### src/bcle_pkg.sv
// Shared types and codes for the bounded circular list engine.
package bcle_pkg;

  typedef enum logic [2:0] {
    OP_APPEND   = 3'd0,
    OP_DEL_HEAD = 3'd1,
    OP_DEL_TAIL = 3'd2,
    OP_DEL_POS  = 3'd3,
    OP_READ_ALL = 3'd4
  } opcode_e;

  typedef enum logic [1:0] {
    ST_DONE  = 2'd0,
    ST_EMPTY = 2'd1,
    ST_FULL  = 2'd2
  } status_e;

  typedef enum logic [2:0] {
    IDX_HOLD,
    IDX_ZERO,
    IDX_TAIL,
    IDX_REM,
    IDX_INC
  } idx_op_e;

  typedef enum logic [3:0] {
    S_IDLE,
    S_DECODE,
    S_DIV,
    S_DIV_FIN,
    S_READ,
    S_TAKE,
    S_SH_RD,
    S_SH_WR,
    S_RA_RD,
    S_RA_OUT,
    S_EMIT
  } state_e;

  localparam int unsigned DVD_W = 15;
  localparam logic [3:0] DVD_LAST_BIT = 4'(DVD_W - 1);

  typedef struct packed {
    logic [2:0] opcode;
    logic       cnt_zero;
    logic       cnt_full;
    logic       pos_le1;
    logic       div_last;
    logic       idx_zero;
    logic       idx_last;
    logic       idx_next_last;
    logic       out_free;
  } sts_t;

  typedef struct packed {
    logic    load_in;
    logic    st_set;
    status_e st_val;
    logic    res_clr;
    logic    res_cap;
    idx_op_e idx_op;
    logic    div_init;
    logic    div_step;
    logic    wr_append;
    logic    wr_shift;
    logic    rd_en;
    logic    rd_next;
    logic    head_inc;
    logic    cnt_inc;
    logic    cnt_dec;
    logic    emit;
    logic    emit_rd;
    logic    emit_last;
  } cmd_t;

endpackage

### src/bcle_ifs.sv
// Valid/ready channel interfaces for the list engine's request and result streams.
interface bcle_in_if;
  logic               valid;
  logic               ready;
  logic [2:0]         opcode;
  logic signed [31:0] item_value;
  logic signed [15:0] position;

  modport source (output valid, output opcode, output item_value, output position,
                  input ready);
  modport sink (input valid, input opcode, input item_value, input position,
                output ready);
endinterface

interface bcle_out_if #(
  parameter int unsigned CNT_W = 5
);
  logic               valid;
  logic               ready;
  logic signed [31:0] result_value;
  logic [1:0]         status;
  logic               is_last;
  logic [CNT_W-1:0]   entry_count;

  modport source (output valid, output result_value, output status, output is_last,
                  output entry_count, input ready);
  modport sink (input valid, input result_value, input status, input is_last,
                input entry_count, output ready);
endinterface

### src/bounded_circular_list_engine_unit.sv
// Top level of the bounded circular list engine.
// Holds up to LIST_DEPTH signed 32-bit entries in one RAM addressed as a ring from a head
// pointer; one transaction is in work at a time. Append writes in decode and then emits;
// delete head and delete tail read the entry and take it first. Delete at position first
// runs a bit-serial remainder unit when the position exceeds 1, then moves each entry
// behind the removed one down, reading it and then writing it back. Read-all emits each
// entry from the registered RAM read once the output register is free. A result waits
// in the output register while the next transaction is taken. The output interface must
// be built with CNT_W = $clog2(LIST_DEPTH + 1). No clearing pass after reset.
module bounded_circular_list_engine_unit #(
  parameter int unsigned LIST_DEPTH = 16
) (
  input logic        clk_i,
  input logic        rst_ni,
  bcle_in_if.sink    in_i,
  bcle_out_if.source out_o
);
  import bcle_pkg::*;

  cmd_t cmd;
  sts_t sts;

  bcle_ctrl u_ctrl (
    .clk_i      (clk_i),
    .rst_ni     (rst_ni),
    .in_valid_i (in_i.valid),
    .in_ready_o (in_i.ready),
    .cmd_o      (cmd),
    .sts_i      (sts)
  );

  bcle_dp #(
    .LIST_DEPTH (LIST_DEPTH)
  ) u_dp (
    .clk_i          (clk_i),
    .rst_ni         (rst_ni),
    .opcode_i       (in_i.opcode),
    .item_value_i   (in_i.item_value),
    .position_i     (in_i.position),
    .cmd_i          (cmd),
    .sts_o          (sts),
    .out_valid_o    (out_o.valid),
    .out_ready_i    (out_o.ready),
    .result_value_o (out_o.result_value),
    .status_o       (out_o.status),
    .is_last_o      (out_o.is_last),
    .entry_count_o  (out_o.entry_count)
  );

endmodule

### src/bcle_ram.sv
// Generic single-write, single-read RAM with registered read data.
module bcle_ram #(
  parameter int unsigned WIDTH = 32,
  parameter int unsigned DEPTH = 16,
  localparam int unsigned AW = (DEPTH > 1) ? $clog2(DEPTH) : 1
) (
  input  logic             clk_i,
  input  logic             wr_en_i,
  input  logic [AW-1:0]    wr_addr_i,
  input  logic [WIDTH-1:0] wr_data_i,
  input  logic             rd_en_i,
  input  logic [AW-1:0]    rd_addr_i,
  output logic [WIDTH-1:0] rd_data_o
);

  logic [WIDTH-1:0] mem_q [DEPTH];
  logic [WIDTH-1:0] rd_data_q;

  always_ff @(posedge clk_i) begin
    if (wr_en_i) begin
      mem_q[wr_addr_i] <= wr_data_i;
    end
    if (rd_en_i) begin
      rd_data_q <= mem_q[rd_addr_i];
    end
  end

  assign rd_data_o = rd_data_q;

endmodule

### src/bcle_ctrl.sv
// Controller state machine sequencing each list transaction.
module bcle_ctrl (
  input  logic           clk_i,
  input  logic           rst_ni,
  input  logic           in_valid_i,
  output logic           in_ready_o,
  output bcle_pkg::cmd_t cmd_o,
  input  bcle_pkg::sts_t sts_i
);
  import bcle_pkg::*;

  state_e state_q, state_d;

  always_ff @(posedge clk_i or negedge rst_ni) begin
    if (!rst_ni) begin
      state_q <= S_IDLE;
    end else begin
      state_q <= state_d;
    end
  end

  always_comb begin
    state_d = state_q;
    unique case (state_q)
      S_IDLE: begin
        if (in_valid_i) state_d = S_DECODE;
      end
      S_DECODE: begin
        unique case (sts_i.opcode) inside
          OP_APPEND: state_d = S_EMIT;
          OP_DEL_HEAD, OP_DEL_TAIL: begin
            state_d = sts_i.cnt_zero ? S_EMIT : S_READ;
          end
          OP_DEL_POS: begin
            if (sts_i.cnt_zero) state_d = S_EMIT;
            else if (sts_i.pos_le1) state_d = S_READ;
            else state_d = S_DIV;
          end
          OP_READ_ALL: begin
            state_d = sts_i.cnt_zero ? S_EMIT : S_RA_RD;
          end
          default: state_d = S_EMIT;
        endcase
      end
      S_DIV: begin
        if (sts_i.div_last) state_d = S_DIV_FIN;
      end
      S_DIV_FIN: state_d = S_READ;
      S_READ:    state_d = S_TAKE;
      S_TAKE: begin
        state_d = (sts_i.idx_zero || sts_i.idx_last) ? S_EMIT : S_SH_RD;
      end
      S_SH_RD: state_d = S_SH_WR;
      S_SH_WR: begin
        state_d = sts_i.idx_next_last ? S_EMIT : S_SH_RD;
      end
      S_RA_RD: state_d = S_RA_OUT;
      S_RA_OUT: begin
        if (sts_i.out_free) state_d = sts_i.idx_last ? S_IDLE : S_RA_RD;
      end
      S_EMIT: begin
        if (sts_i.out_free) state_d = S_IDLE;
      end
      default: state_d = S_IDLE;
    endcase
  end

  always_comb begin
    cmd_o        = '0;
    cmd_o.st_val = ST_DONE;
    cmd_o.idx_op = IDX_HOLD;
    in_ready_o   = 1'b0;
    unique case (state_q)
      S_IDLE: begin
        in_ready_o    = 1'b1;
        cmd_o.load_in = in_valid_i;
      end
      S_DECODE: begin
        cmd_o.res_clr = 1'b1;
        cmd_o.st_set  = 1'b1;
        unique case (sts_i.opcode) inside
          OP_APPEND: begin
            if (sts_i.cnt_full) begin
              cmd_o.st_val = ST_FULL;
            end else begin
              cmd_o.wr_append = 1'b1;
              cmd_o.cnt_inc   = 1'b1;
            end
          end
          OP_DEL_HEAD, OP_DEL_TAIL: begin
            if (sts_i.cnt_zero) begin
              cmd_o.st_val = ST_EMPTY;
            end else if (sts_i.opcode == OP_DEL_HEAD) begin
              cmd_o.idx_op = IDX_ZERO;
            end else begin
              cmd_o.idx_op = IDX_TAIL;
            end
          end
          OP_DEL_POS: begin
            if (sts_i.cnt_zero) begin
              cmd_o.st_val = ST_EMPTY;
            end else if (sts_i.pos_le1) begin
              cmd_o.idx_op = IDX_ZERO;
            end else begin
              cmd_o.div_init = 1'b1;
            end
          end
          OP_READ_ALL: begin
            if (sts_i.cnt_zero) cmd_o.st_val = ST_EMPTY;
            else cmd_o.idx_op = IDX_ZERO;
          end
          default: cmd_o.st_val = ST_DONE;
        endcase
      end
      S_DIV:     cmd_o.div_step = 1'b1;
      S_DIV_FIN: cmd_o.idx_op   = IDX_REM;
      S_READ:    cmd_o.rd_en    = 1'b1;
      S_TAKE: begin
        cmd_o.res_cap = 1'b1;
        if (sts_i.idx_zero) begin
          cmd_o.head_inc = 1'b1;
          cmd_o.cnt_dec  = 1'b1;
        end else if (sts_i.idx_last) begin
          cmd_o.cnt_dec = 1'b1;
        end
      end
      S_SH_RD: begin
        cmd_o.rd_en   = 1'b1;
        cmd_o.rd_next = 1'b1;
      end
      S_SH_WR: begin
        cmd_o.wr_shift = 1'b1;
        cmd_o.idx_op   = IDX_INC;
        cmd_o.cnt_dec  = sts_i.idx_next_last;
      end
      S_RA_RD: cmd_o.rd_en = 1'b1;
      S_RA_OUT: begin
        if (sts_i.out_free) begin
          cmd_o.emit      = 1'b1;
          cmd_o.emit_rd   = 1'b1;
          cmd_o.emit_last = sts_i.idx_last;
          if (!sts_i.idx_last) cmd_o.idx_op = IDX_INC;
        end
      end
      S_EMIT: begin
        if (sts_i.out_free) begin
          cmd_o.emit      = 1'b1;
          cmd_o.emit_last = 1'b1;
        end
      end
      default: cmd_o.emit = 1'b0;
    endcase
  end

`ifndef ASSERT_OFF
  a_emit_slot_free: assert property (@(posedge clk_i) disable iff (!rst_ni)
    cmd_o.emit |-> sts_i.out_free)
    else $error("result loaded while output register occupied");

  a_one_mem_access: assert property (@(posedge clk_i) disable iff (!rst_ni)
    $onehot0({cmd_o.wr_append, cmd_o.wr_shift, cmd_o.rd_en}))
    else $error("more than one memory access in a cycle");
`endif

endmodule

### src/bcle_dp.sv
// Datapath: entry memory, head and count, remainder unit and result register.
module bcle_dp #(
  parameter int unsigned LIST_DEPTH = 16,
  localparam int unsigned AW = $clog2(LIST_DEPTH),
  localparam int unsigned CW = $clog2(LIST_DEPTH + 1)
) (
  input  logic               clk_i,
  input  logic               rst_ni,
  input  logic [2:0]         opcode_i,
  input  logic signed [31:0] item_value_i,
  input  logic signed [15:0] position_i,
  input  bcle_pkg::cmd_t     cmd_i,
  output bcle_pkg::sts_t     sts_o,
  output logic               out_valid_o,
  input  logic               out_ready_i,
  output logic signed [31:0] result_value_o,
  output logic [1:0]         status_o,
  output logic               is_last_o,
  output logic [CW-1:0]      entry_count_o
);
  import bcle_pkg::*;

  logic [2:0]       opcode_q;
  logic [31:0]      val_q;
  logic [15:0]      pos_q;
  logic [AW-1:0]    head_q;
  logic [CW-1:0]    cnt_q;
  logic [CW-1:0]    idx_q, idx_d;
  logic [CW-1:0]    rem_q;
  logic [DVD_W-1:0] dvd_q;
  logic [3:0]       dbit_q;
  logic [31:0]      res_q;
  status_e          st_q;
  logic             out_valid_q;
  logic [31:0]      out_val_q;
  status_e          out_st_q;
  logic             out_last_q;
  logic [CW-1:0]    out_cnt_q;

  logic [CW:0]      cnt_x, idx_p1, idx_p2;
  logic [CW:0]      rem_sh, rem_diff;
  logic [CW-1:0]    rem_nx;
  logic             out_free;
  logic             wr_en;
  logic [AW-1:0]    wr_addr, rd_addr;
  logic [31:0]      wr_data, rd_data;

  assign cnt_x    = {1'b0, cnt_q};
  assign idx_p1   = {1'b0, idx_q} + (CW+1)'(1);
  assign idx_p2   = {1'b0, idx_q} + (CW+1)'(2);
  assign rem_sh   = {rem_q, dvd_q[DVD_W-1]};
  assign rem_diff = rem_sh - cnt_x;
  assign rem_nx   = (rem_sh >= cnt_x) ? rem_diff[CW-1:0] : rem_sh[CW-1:0];
  assign out_free = !out_valid_q || out_ready_i;

  always_comb begin
    sts_o.opcode        = opcode_q;
    sts_o.cnt_zero      = (cnt_q == '0);
    sts_o.cnt_full      = (cnt_q == CW'(LIST_DEPTH));
    sts_o.pos_le1       = pos_q[15] || (pos_q[14:1] == '0);
    sts_o.div_last      = (dbit_q == '0);
    sts_o.idx_zero      = (idx_q == '0);
    sts_o.idx_last      = (idx_p1 == cnt_x);
    sts_o.idx_next_last = (idx_p2 == cnt_x);
    sts_o.out_free      = out_free;
  end

  always_ff @(posedge clk_i) begin
    if (cmd_i.load_in) begin
      opcode_q <= opcode_i;
      val_q    <= item_value_i;
      pos_q    <= position_i;
    end
    if (cmd_i.div_init) begin
      rem_q  <= '0;
      dvd_q  <= pos_q[DVD_W-1:0] - DVD_W'(1);
      dbit_q <= DVD_LAST_BIT;
    end else if (cmd_i.div_step) begin
      rem_q  <= rem_nx;
      dvd_q  <= {dvd_q[DVD_W-2:0], 1'b0};
      dbit_q <= dbit_q - 4'd1;
    end
    if (cmd_i.res_clr) begin
      res_q <= '0;
    end else if (cmd_i.res_cap) begin
      res_q <= rd_data;
    end
    if (cmd_i.st_set) begin
      st_q <= cmd_i.st_val;
    end
    idx_q <= idx_d;
    if (cmd_i.emit) begin
      out_val_q  <= cmd_i.emit_rd ? rd_data : res_q;
      out_st_q   <= cmd_i.emit_rd ? ST_DONE : st_q;
      out_last_q <= cmd_i.emit_last;
      out_cnt_q  <= cnt_q;
    end
  end

  always_comb begin
    case (cmd_i.idx_op)
      IDX_ZERO: idx_d = '0;
      IDX_TAIL: idx_d = cnt_q - CW'(1);
      IDX_REM:  idx_d = rem_q;
      IDX_INC:  idx_d = idx_p1[CW-1:0];
      default:  idx_d = idx_q;
    endcase
  end

  always_ff @(posedge clk_i or negedge rst_ni) begin
    if (!rst_ni) begin
      head_q      <= '0;
      cnt_q       <= '0;
      out_valid_q <= 1'b0;
    end else begin
      if (cmd_i.head_inc) head_q <= head_q + AW'(1);
      if (cmd_i.cnt_inc) begin
        cnt_q <= cnt_q + CW'(1);
      end else if (cmd_i.cnt_dec) begin
        cnt_q <= cnt_q - CW'(1);
      end
      if (cmd_i.emit) begin
        out_valid_q <= 1'b1;
      end else if (out_ready_i) begin
        out_valid_q <= 1'b0;
      end
    end
  end

  assign wr_en   = cmd_i.wr_append || cmd_i.wr_shift;
  assign wr_addr = head_q + (cmd_i.wr_append ? cnt_q[AW-1:0] : idx_q[AW-1:0]);
  assign wr_data = cmd_i.wr_append ? val_q : rd_data;
  assign rd_addr = head_q + (cmd_i.rd_next ? idx_p1[AW-1:0] : idx_q[AW-1:0]);

  bcle_ram #(
    .WIDTH (32),
    .DEPTH (2 ** AW)
  ) u_ram (
    .clk_i     (clk_i),
    .wr_en_i   (wr_en),
    .wr_addr_i (wr_addr),
    .wr_data_i (wr_data),
    .rd_en_i   (cmd_i.rd_en),
    .rd_addr_i (rd_addr),
    .rd_data_o (rd_data)
  );

  assign out_valid_o    = out_valid_q;
  assign result_value_o = out_val_q;
  assign status_o       = out_st_q;
  assign is_last_o      = out_last_q;
  assign entry_count_o  = out_cnt_q;

`ifndef ASSERT_OFF
  a_cnt_bound: assert property (@(posedge clk_i) disable iff (!rst_ni)
    cnt_q <= CW'(LIST_DEPTH))
    else $error("entry count beyond list depth");

  a_dec_nonempty: assert property (@(posedge clk_i) disable iff (!rst_ni)
    cmd_i.cnt_dec |-> (cnt_q != '0))
    else $error("removal from an empty list");

  a_append_room: assert property (@(posedge clk_i) disable iff (!rst_ni)
    cmd_i.wr_append |-> (cnt_q != CW'(LIST_DEPTH)))
    else $error("append written into a full list");
`endif

endmodule
### src/flat_wrapper.sv
// flat-port wrapper written by rule: the top's interface ports become plain ports
module bounded_circular_list_engine_unit_flat import bcle_pkg::*;
#(
  parameter int unsigned LIST_DEPTH = 16
)
  (clk_i, rst_ni, in_i_valid, in_i_opcode, in_i_item_value, in_i_position, in_i_ready, out_o_valid, out_o_result_value, out_o_status, out_o_is_last, out_o_entry_count, out_o_ready);
  bcle_in_if in_i_i ();
  bcle_out_if out_o_i ();
  input logic clk_i;
  input logic rst_ni;
  input wire logic [$bits(in_i_i.valid)-1:0] in_i_valid;
  input wire logic [$bits(in_i_i.opcode)-1:0] in_i_opcode;
  input wire logic [$bits(in_i_i.item_value)-1:0] in_i_item_value;
  input wire logic [$bits(in_i_i.position)-1:0] in_i_position;
  output wire logic [$bits(in_i_i.ready)-1:0] in_i_ready;
  output wire logic [$bits(out_o_i.valid)-1:0] out_o_valid;
  output wire logic [$bits(out_o_i.result_value)-1:0] out_o_result_value;
  output wire logic [$bits(out_o_i.status)-1:0] out_o_status;
  output wire logic [$bits(out_o_i.is_last)-1:0] out_o_is_last;
  output wire logic [$bits(out_o_i.entry_count)-1:0] out_o_entry_count;
  input wire logic [$bits(out_o_i.ready)-1:0] out_o_ready;
  assign in_i_i.valid = in_i_valid;
  assign in_i_i.opcode = in_i_opcode;
  assign in_i_i.item_value = in_i_item_value;
  assign in_i_i.position = in_i_position;
  assign in_i_ready = in_i_i.ready;
  assign out_o_valid = out_o_i.valid;
  assign out_o_result_value = out_o_i.result_value;
  assign out_o_status = out_o_i.status;
  assign out_o_is_last = out_o_i.is_last;
  assign out_o_entry_count = out_o_i.entry_count;
  assign out_o_i.ready = out_o_ready;
  bounded_circular_list_engine_unit #(.LIST_DEPTH(LIST_DEPTH)) u_core (.clk_i(clk_i), .rst_ni(rst_ni), .in_i(in_i_i), .out_o(out_o_i));
endmodule
### config.mk
export PLATFORM = sky130hd
export DESIGN_NAME = bounded_circular_list_engine_unit_flat
export DESIGN_NICKNAME = d
export VERILOG_FILES = /design/src/bcle_pkg.sv /design/src/bcle_ifs.sv /design/src/bounded_circular_list_engine_unit.sv /design/src/bcle_ram.sv /design/src/bcle_ctrl.sv /design/src/bcle_dp.sv /design/src/flat_wrapper.sv
export SDC_FILE = /design/constraint.sdc
export NUM_CORES = 1
export LEC_CHECK = 0
export BUFFER_PORTS_ARGS = -buffer_cell sky130_fd_sc_hd__buf_2
export CAP_MARGIN = 40
export CORE_MARGIN = 1.5
export CORE_UTILIZATION = 49
export CTS_BUF_LIST = sky130_fd_sc_hd__clkbuf_8
export CTS_CLUSTER_SIZE = 8
export DETAILED_ROUTE_END_ITERATION = 7
export PLACE_DENSITY = 0.62
export SLEW_MARGIN = 40
export SYNTH_ARGS = -nofsm -noshare
export SYNTH_HDL_FRONTEND = slang
export SYNTH_SLANG_ARGS = --single-unit
### constraint.sdc
create_clock -name clk_i -period 14.1 [get_ports clk_i]
set_input_delay 1.41 -clock clk_i [delete_from_list [all_inputs] [get_ports clk_i]]
set_output_delay 1.41 -clock clk_i [all_outputs]
set_load 0.01 [all_outputs]
==> impl_metrics.ini, run 1 <==
[drt]
wl_um = 60900
ant_nets = 0
drt_iter0_markers = 1077
wl_per_cell_um = 24.7
route.detailed.drc = 0
drt-pass1-iter-count = 5
via_per_inst = 5.70
vias = 14000

[global_routing]
grt_pass1_vias = 14500
grt_pass1_wl_um = 92300
grt_max_degree = 54
met3_usage = 0.0381
met1_usage = 0.305
grt_usage = 0.211
antenna_found_initial = 0
grt-busiest-layer = met2
use_met2 = 0.334
gr-total-overflow = 0

[sta]
skew_ns = 0.0189
grt_setup_unrepaired = no
finalSetupViolCount = 0
fin_crit_sh = 0.363
worst_pin_slew_ns = 0.760
hold_viol_final = 0
fin_hold_ws_ns = 0.452
slew_viol_final = 0
fmax_ghz = 0.195
max-slew-margin-rel = 0.493
finalSetupTns_ns = 0
finalCriticalPeriod_ns = 5.12

[yosys]
yosysTopAreaCell = edfxtp_1
synth_top_cell_area_share = 0.700
synth-main-ff-cell = edfxtp_1
synth_edf_count = 657
syn_nets = 1528
ys_types = 60
synth_area_mm2 = 0.0282
synth-seq-cells = 712
yosys-top-cells-area = edfxtp_1, mux4_2, dfxtp_1
synthCells = 1450
yosysSeqAreaShare = 0.742
async_reset_ff_frac = 0.0197
ys_warn_count = 0
syn_area_per_cell_um2 = 19.4

[cts]
cts_hold_buffers = 0
cts_setup_buffers = 0
path_clk_slew_ns = 0.06
clockBufferDepth = 3
cts_resized = 0
cts_root_buffer = clkbuf_8
cts_sinks = 712
cts_tree = done
cts-buffers-inserted = 112
clkLatencyLatePin_ns = 0.71
cts_max_level = 3

[cells_and_area]
final_cell_mix = edfxtp_1, mux4_2, nand2_1
nFillCells = 4316
final-seq-area_mm2 = 0.0209
synthToLayoutAreaGrowth_pct = 12.9
antenna_cells = 0
drive_gt1_frac = 0.307
multiInputGateArea_mm2 = 0.00709
nets = 1706
fin_util = 0.562
final_common_cell = edfxtp_1

[floorplan]
rows = 87
start_util = 0.498
die-height_um = 243
ios = 97
core_mm2 = 0.0566
dieArea_mm2 = 0.0589
die_w_um = 243

[setup_path]
rr_startpoint = u_core.u_ctrl.state_q[0]$_DFFE_PN0P_
cpPeakStageDelay_ns = 0.65
endpoint_kind = flip-flop
cpMaxStageDelayCell = nor2_4
startpoint_type = flip-flop
crit_chain = or4b_4 -> nor4b_4 -> buf_4 -> mux2_2 -> ha_1 -> a21oi_1 -> xnor2_1 -> xnor2_1 -> nand2_1 -> nor2_4 -> buf_4
r2r_cells = 11
timing.rr.end = u_core.u_dp.u_ram.mem_q[15][9]$_DFFE_PP_
worstSetupPathType = flip-flop to flip-flop
critPathRequiredTime_ns = 14.46
cp.arrival_ns = 5.47
path_max_fanout = 40
reg2reg_slack_ns = 8.98

[run]
drv_cap = 0

[pwr]
netSwitchingFraction = 0.326
ir_worst_vdd_mv = 0.193
seq_power_share = 0.407
switchingPower_uw = 2450
combPwrFrac = 0.393
pwr_density_cell_mw_per_mm2 = 237
p_leak_uw = 0.0105
p_int_uw = 5080
pwr-share-clk = 0.200

[hold_path]
hold_path_depth = 2
hold_path_startpoint = u_core.u_dp.res_q[9]$_SDFFE_PP0P_
hold_path_end = u_core.u_dp.res_q[9]$_SDFFE_PP0P_
hp-class = flip-flop to flip-flop

[place]
port_buffers = 96
dp_hpwl_um = 33600
gp_congestion = 0.827

[outcome]
status = completed
==> sequential cells by signal, summed over array words and instances (netlist names) <==
signal / cells
u_core.u_dp.rem_q: 5
u_core.u_dp.u_ram.rd_data_o: 32
u_core.u_dp.dbit_q: 4
u_core.u_dp.cnt_q: 5
u_core.u_ctrl.state_q: 4
u_core.u_dp.status_o: 2
u_core.u_dp.opcode_q: 3
u_core.u_dp.entry_count_o: 5
u_core.u_dp.st_q: 2
u_core.u_dp.head_q: 4
u_core.u_dp.out_valid_o: 1
u_core.u_dp.u_ram.mem_q: 512
u_core.u_dp.pos_q: 16
u_core.u_dp.idx_q: 5
u_core.u_dp.dvd_q: 15
u_core.u_dp.val_q: 32
u_core.u_dp.is_last_o: 1
u_core.u_dp.res_q: 32
u_core.u_dp.result_value_o: 32
==> how the worst max path moves through the flow <==
stage / endpoint / slack, ns / startpoint / cells after the start
4_1_cts: u_core.u_dp.u_ram.mem_q[15][29]$_DFFE_PP_ / 8.85 / u_core.u_dp.cnt_q[0]$_DFFE_PN0P_ / 13
5_1_grt: u_core.u_dp.u_ram.mem_q[15][29]$_DFFE_PP_ / 8.68 / u_core.u_dp.cnt_q[0]$_DFFE_PN0P_ / 14
6_report: u_core.u_dp.u_ram.mem_q[15][9]$_DFFE_PP_ / 8.98 / u_core.u_ctrl.state_q[0]$_DFFE_PN0P_ / 11
3_5_place_dp: u_core.u_dp.u_ram.mem_q[15][9]$_DFFE_PP_ / 8.88 / u_core.u_dp.cnt_q[0]$_DFFE_PN0P_ / 13
3_3_place_gp: u_core.u_dp.u_ram.rd_data_o[2]$_DFFE_PP_ / 8.77 / u_core.u_ctrl.state_q[3]$_DFFE_PN0P_ / 8
2_1_floorplan: u_core.u_dp.u_ram.mem_q[11][0]$_DFFE_PP_ / 9.19 / u_core.u_ctrl.state_q[1]$_DFFE_PN0P_ / 12
==> critical path: cells and delay by family, from the launching register on <==
family	cells	cell delay (ns)
AND/OR/NAND/NOR	4	1.78
multiplexers	1	0.41
AO/OA/AOI/OAI	1	0.17
adder cells (fa/ha/maj)	1	0.35
buffers and inverters	2	1.05
XOR/XNOR	2	0.37
flip-flops	1	0.58
==> logic make-up after synthesis <==
kind of cell,Yosys count,share of synthesized area
multiplexers,230,0.156
buffers and inverters,93,0.0137
XOR/XNOR,51,0.0163
AND/OR/NAND/NOR,235,0.0394
adder cells (fa/ha/maj),23,0.0110
flip-flops,712,0.742
AO/OA/AOI/OAI,106,0.0219
==> per-stage QoR <==
stage / setup WS [ns] / power [uW] / instances / instance area (um2)
after global placement: 8.77 / 5980 / 2262 / 29700
after global routing: 8.68 / 7940 / 2459 / 31800
after detailed placement: 8.88 / 6120 / 2270 / 29900
after CTS: 8.85 / 7640 / 2459 / 31800
final: 8.98 / 7540 / 2459 / 31800
after floorplan: 9.19 / 5260 / 1450 / 28200
==> power by group through the flow <==
| stage | Combinational (uW) | Sequential [uW] | Clock (uW) |
|---|---|---|---|
| 2_1_floorplan | 2250 | 3010 | 0 |
| 3_3_place_gp | 2880 | 3100 | 0 |
| 3_5_place_dp | 3010 | 3110 | 0 |
| 4_1_cts | 3020 | 3070 | 1550 |
| 5_1_grt | 3210 | 3090 | 1640 |
| 6_report | 2960 | 3070 | 1510 |
==> cell type report <==
cell class	instances	share of cell area
Sequential cell	712	0.657
Multi-Input combinational cell	645	0.223
Clock buffer	113	0.0489
Tap cell	756	0.0298
Timing Repair Buffer	134	0.0277
Clock inverter	76	0.0106
Inverter	23	0.00272
==> layer usage <==
metal / wire [um] / up-vias / part of all wire
met4: 989 / 0 / 0.016
met5: 0 / - / 0
li1: - / 6159 / -
met2: 29100 / 424 / 0.48
met3: 3250 / 73 / 0.053
met1: 27500 / 7357 / 0.45
==> cells in the mapped netlist (3+ instances only) <==
master    number
edfxtp_1     657
mux4_2       160
nand2_1      116
mux2_2        67
clkbuf_1      50
a21oi_1       45
dfxtp_1       41
nor2_1        40
xnor2_1       37
o21ai_0       34
inv_1         22
ha_1          20
nand3_1       18
dfrtp_1       14
xor2_1        13
buf_2         11
nor2b_1       10
nor3_1         9
nand2b_1       7
buf_4          6
nand4_1        5
o221ai_1       5
a21o_1         4
nor4_1         4
nor4b_1        4
buf_1          3
fa_1           3
mux2i_1        3
nand3b_1       3
nor3b_1        3
Power figures use the tool's default switching activity.
==> run 2, diff against run 1 <==
==> constraint.sdc (replaced) <==
create_clock -name clk_i -period 5.23 [get_ports clk_i]
set_input_delay 0.523 -clock clk_i [delete_from_list [all_inputs] [get_ports clk_i]]
set_output_delay 0.523 -clock clk_i [all_outputs]
set_load 0.01 [all_outputs]
==> impl_metrics.ini, run 2 (synthesis gave the netlist of run 1 again) <==
[setup_path]
endpoint_kind = flip-flop
rr_startpoint = u_core.u_ctrl.state_q[0]$_DFFE_PN0P_
startpoint_type = flip-flop
path_max_fanout = 19
cpPeakStageDelay_ns = 0.59
timing.rr.end = u_core.u_dp.u_ram.mem_q[6][5]$_DFFE_PP_
crit_chain = or4b_4 -> nor4b_4 -> mux2_2 -> ha_1 -> a21oi_1 -> xnor2_1 -> xor2_1 -> nand2_1 -> nor2_4 -> buf_12
crit_start = u_core.u_ctrl.state_q[0]$_DFFE_PN0P_
reg2reg_slack_ns = 0.73
path_buf_inv = 1
crit_family = simple AND/OR/NAND/NOR gates
r2r_cells = 10
critPathRequiredTime_ns = 5.65
cpMaxStageDelayCell = dfrtp_1
worstSetupPathType = flip-flop to flip-flop
cp.arrival_ns = 4.92

[cells_and_area]
nets = 1767
nFillCells = 4288
drive_gt1_frac = 0.305
final_cell_mix = edfxtp_1, mux4_2, clkbuf_8
final_common_cell = edfxtp_1
largest_reg_flops = 512
fin_cells = 2540
regMostFlops = u_core.u_dp.u_ram.mem_q
synthToLayoutAreaGrowth_pct = 16.1

[drt]
vias = 14200
via_per_inst = 5.60
route.detailed.drc = 0
wl_per_cell_um = 23.6
wl_um = 59900
drt-pass1-iter-count = 5
ant_nets = 0
drt_iter0_markers = 1110

[global_routing]
grt_usage = 0.207
gr-total-overflow = 0
grt_pass1_wl_um = 91500
antenna_found_initial = 2
grt_pass1_vias = 15000
grt_max_degree = 53

[sta]
max-slew-margin-rel = 0.493
finalCriticalPeriod_ns = 4.50
finalSetupTns_ns = 0
fin_crit_sh = 0.861
fmax_ghz = 0.222
finalSetupViolCount = 0
slew_viol_final = 0
worst_pin_slew_ns = 0.760
grt_setup_unrepaired = no
skew_ns = 0.0242
hold_viol_final = 0

[hold_path]
hold_path_startpoint = out_o_ready
hp-class = input port to flip-flop
hold_path_end = u_core.u_dp.out_valid_o$_DFFE_PN0P_
hold_path_depth = 4

[pwr]
pwr_density_cell_mw_per_mm2 = 637
seq_power_share = 0.394
p_leak_uw = 0.0109
pwr-share-clk = 0.211
netSwitchingFraction = 0.328
ir_worst_vdd_mv = 0.536
p_int_uw = 14000
combPwrFrac = 0.395
switchingPower_uw = 6840

[place]
gp_congestion = 0.832
dp_cells = 2276
port_buffers = 96
dp_hpwl_um = 34900

[cts]
cts_tree = done
clkLatencyLatePin_ns = 0.71
clockBufferDepth = 3
cts_resized = 0
cts_max_level = 3
path_clk_slew_ns = 0.06
cts-buffers-inserted = 115
cts_root_buffer = clkbuf_8
cts_sinks = 712

[floorplan]
die-height_um = 243
ios = 97
rows = 87
die_w_um = 243
start_util = 0.498
core_mm2 = 0.0566
dieArea_mm2 = 0.0589

[run]
drv_cap = 0

[outcome]
status = completed
-- run 2: how the worst max path moves through the flow --
stage | end | slack [ns] | depth (start not counted)
4_1_cts | u_core.u_dp.u_ram.mem_q[6][5]$_DFFE_PP_ | 0.76 | 10
6_report | u_core.u_dp.u_ram.mem_q[6][5]$_DFFE_PP_ | 0.73 | 10
3_5_place_dp | u_core.u_dp.u_ram.mem_q[6][5]$_DFFE_PP_ | 0.78 | 10
5_1_grt | u_core.u_dp.u_ram.mem_q[6][5]$_DFFE_PP_ | 0.48 | 11
2_1_floorplan | u_core.u_dp.u_ram.mem_q[7][0]$_DFFE_PP_ | 0.32 | 12
3_3_place_gp | u_core.u_dp.u_ram.mem_q[6][5]$_DFFE_PP_ | 0.90 | 10
-- run 2: power groups by stage --
stage | clock [uW] | sequential [uW] | combinational (uW)
after global routing | 4750 | 8280 | 8930
after floorplan | 0 | 8120 | 6060
after detailed placement | 0 | 8310 | 8340
final | 4400 | 8210 | 8230
after global placement | 0 | 8290 | 8190
after CTS | 4520 | 8210 | 8410
-- run 2: per-stage QoR --
stage	total power, uW	util	worst slack, ns	instance area (um2)	hold WS (ns)
after floorplan	14200	-	0.323	28200	0.227
after global placement	16500	0.529	0.898	30000	0.439
after detailed placement	16700	0.531	0.784	30100	0.446
after CTS	21100	0.578	0.764	32700	0.0622
after global routing	22000	0.578	0.484	32700	0.0789
final	20800	0.578	0.728	32700	0.105
-- run 2: layout make-up --
cell class	count	area (um2)	area share
Clock inverter	88	432	0.0132
Multi-Input combinational cell	645	7100	0.217
Tap cell	756	946	0.0289
Inverter	23	86.3	0.00264
Timing Repair Buffer	192	1550	0.0474
Sequential cell	712	20900	0.639
Antenna cell	1	2.50	0.0000765
Clock buffer	123	1690	0.0518
-- run 2: what timing repair did --
item                      CTS  global route
setup buffers               0             0
hold buffers               52             0
hold endpoints to repair   65             0
-- run 2: routing by layer --
metal	global-route usage	wire (um)	up-vias
met5	0	0	-
met3	0.0377	2840	113
li1	-	-	6309
met2	0.329	28400	385
met4	0.0610	1390	0
met1	0.297	27300	7411
-- run 2: tightest hold or removal path, delay by kind of cell --
family / cells / cell delay (ns)
AND/OR/NAND/NOR: 2 / 0.13
buffers and inverters: 2 / 0.13
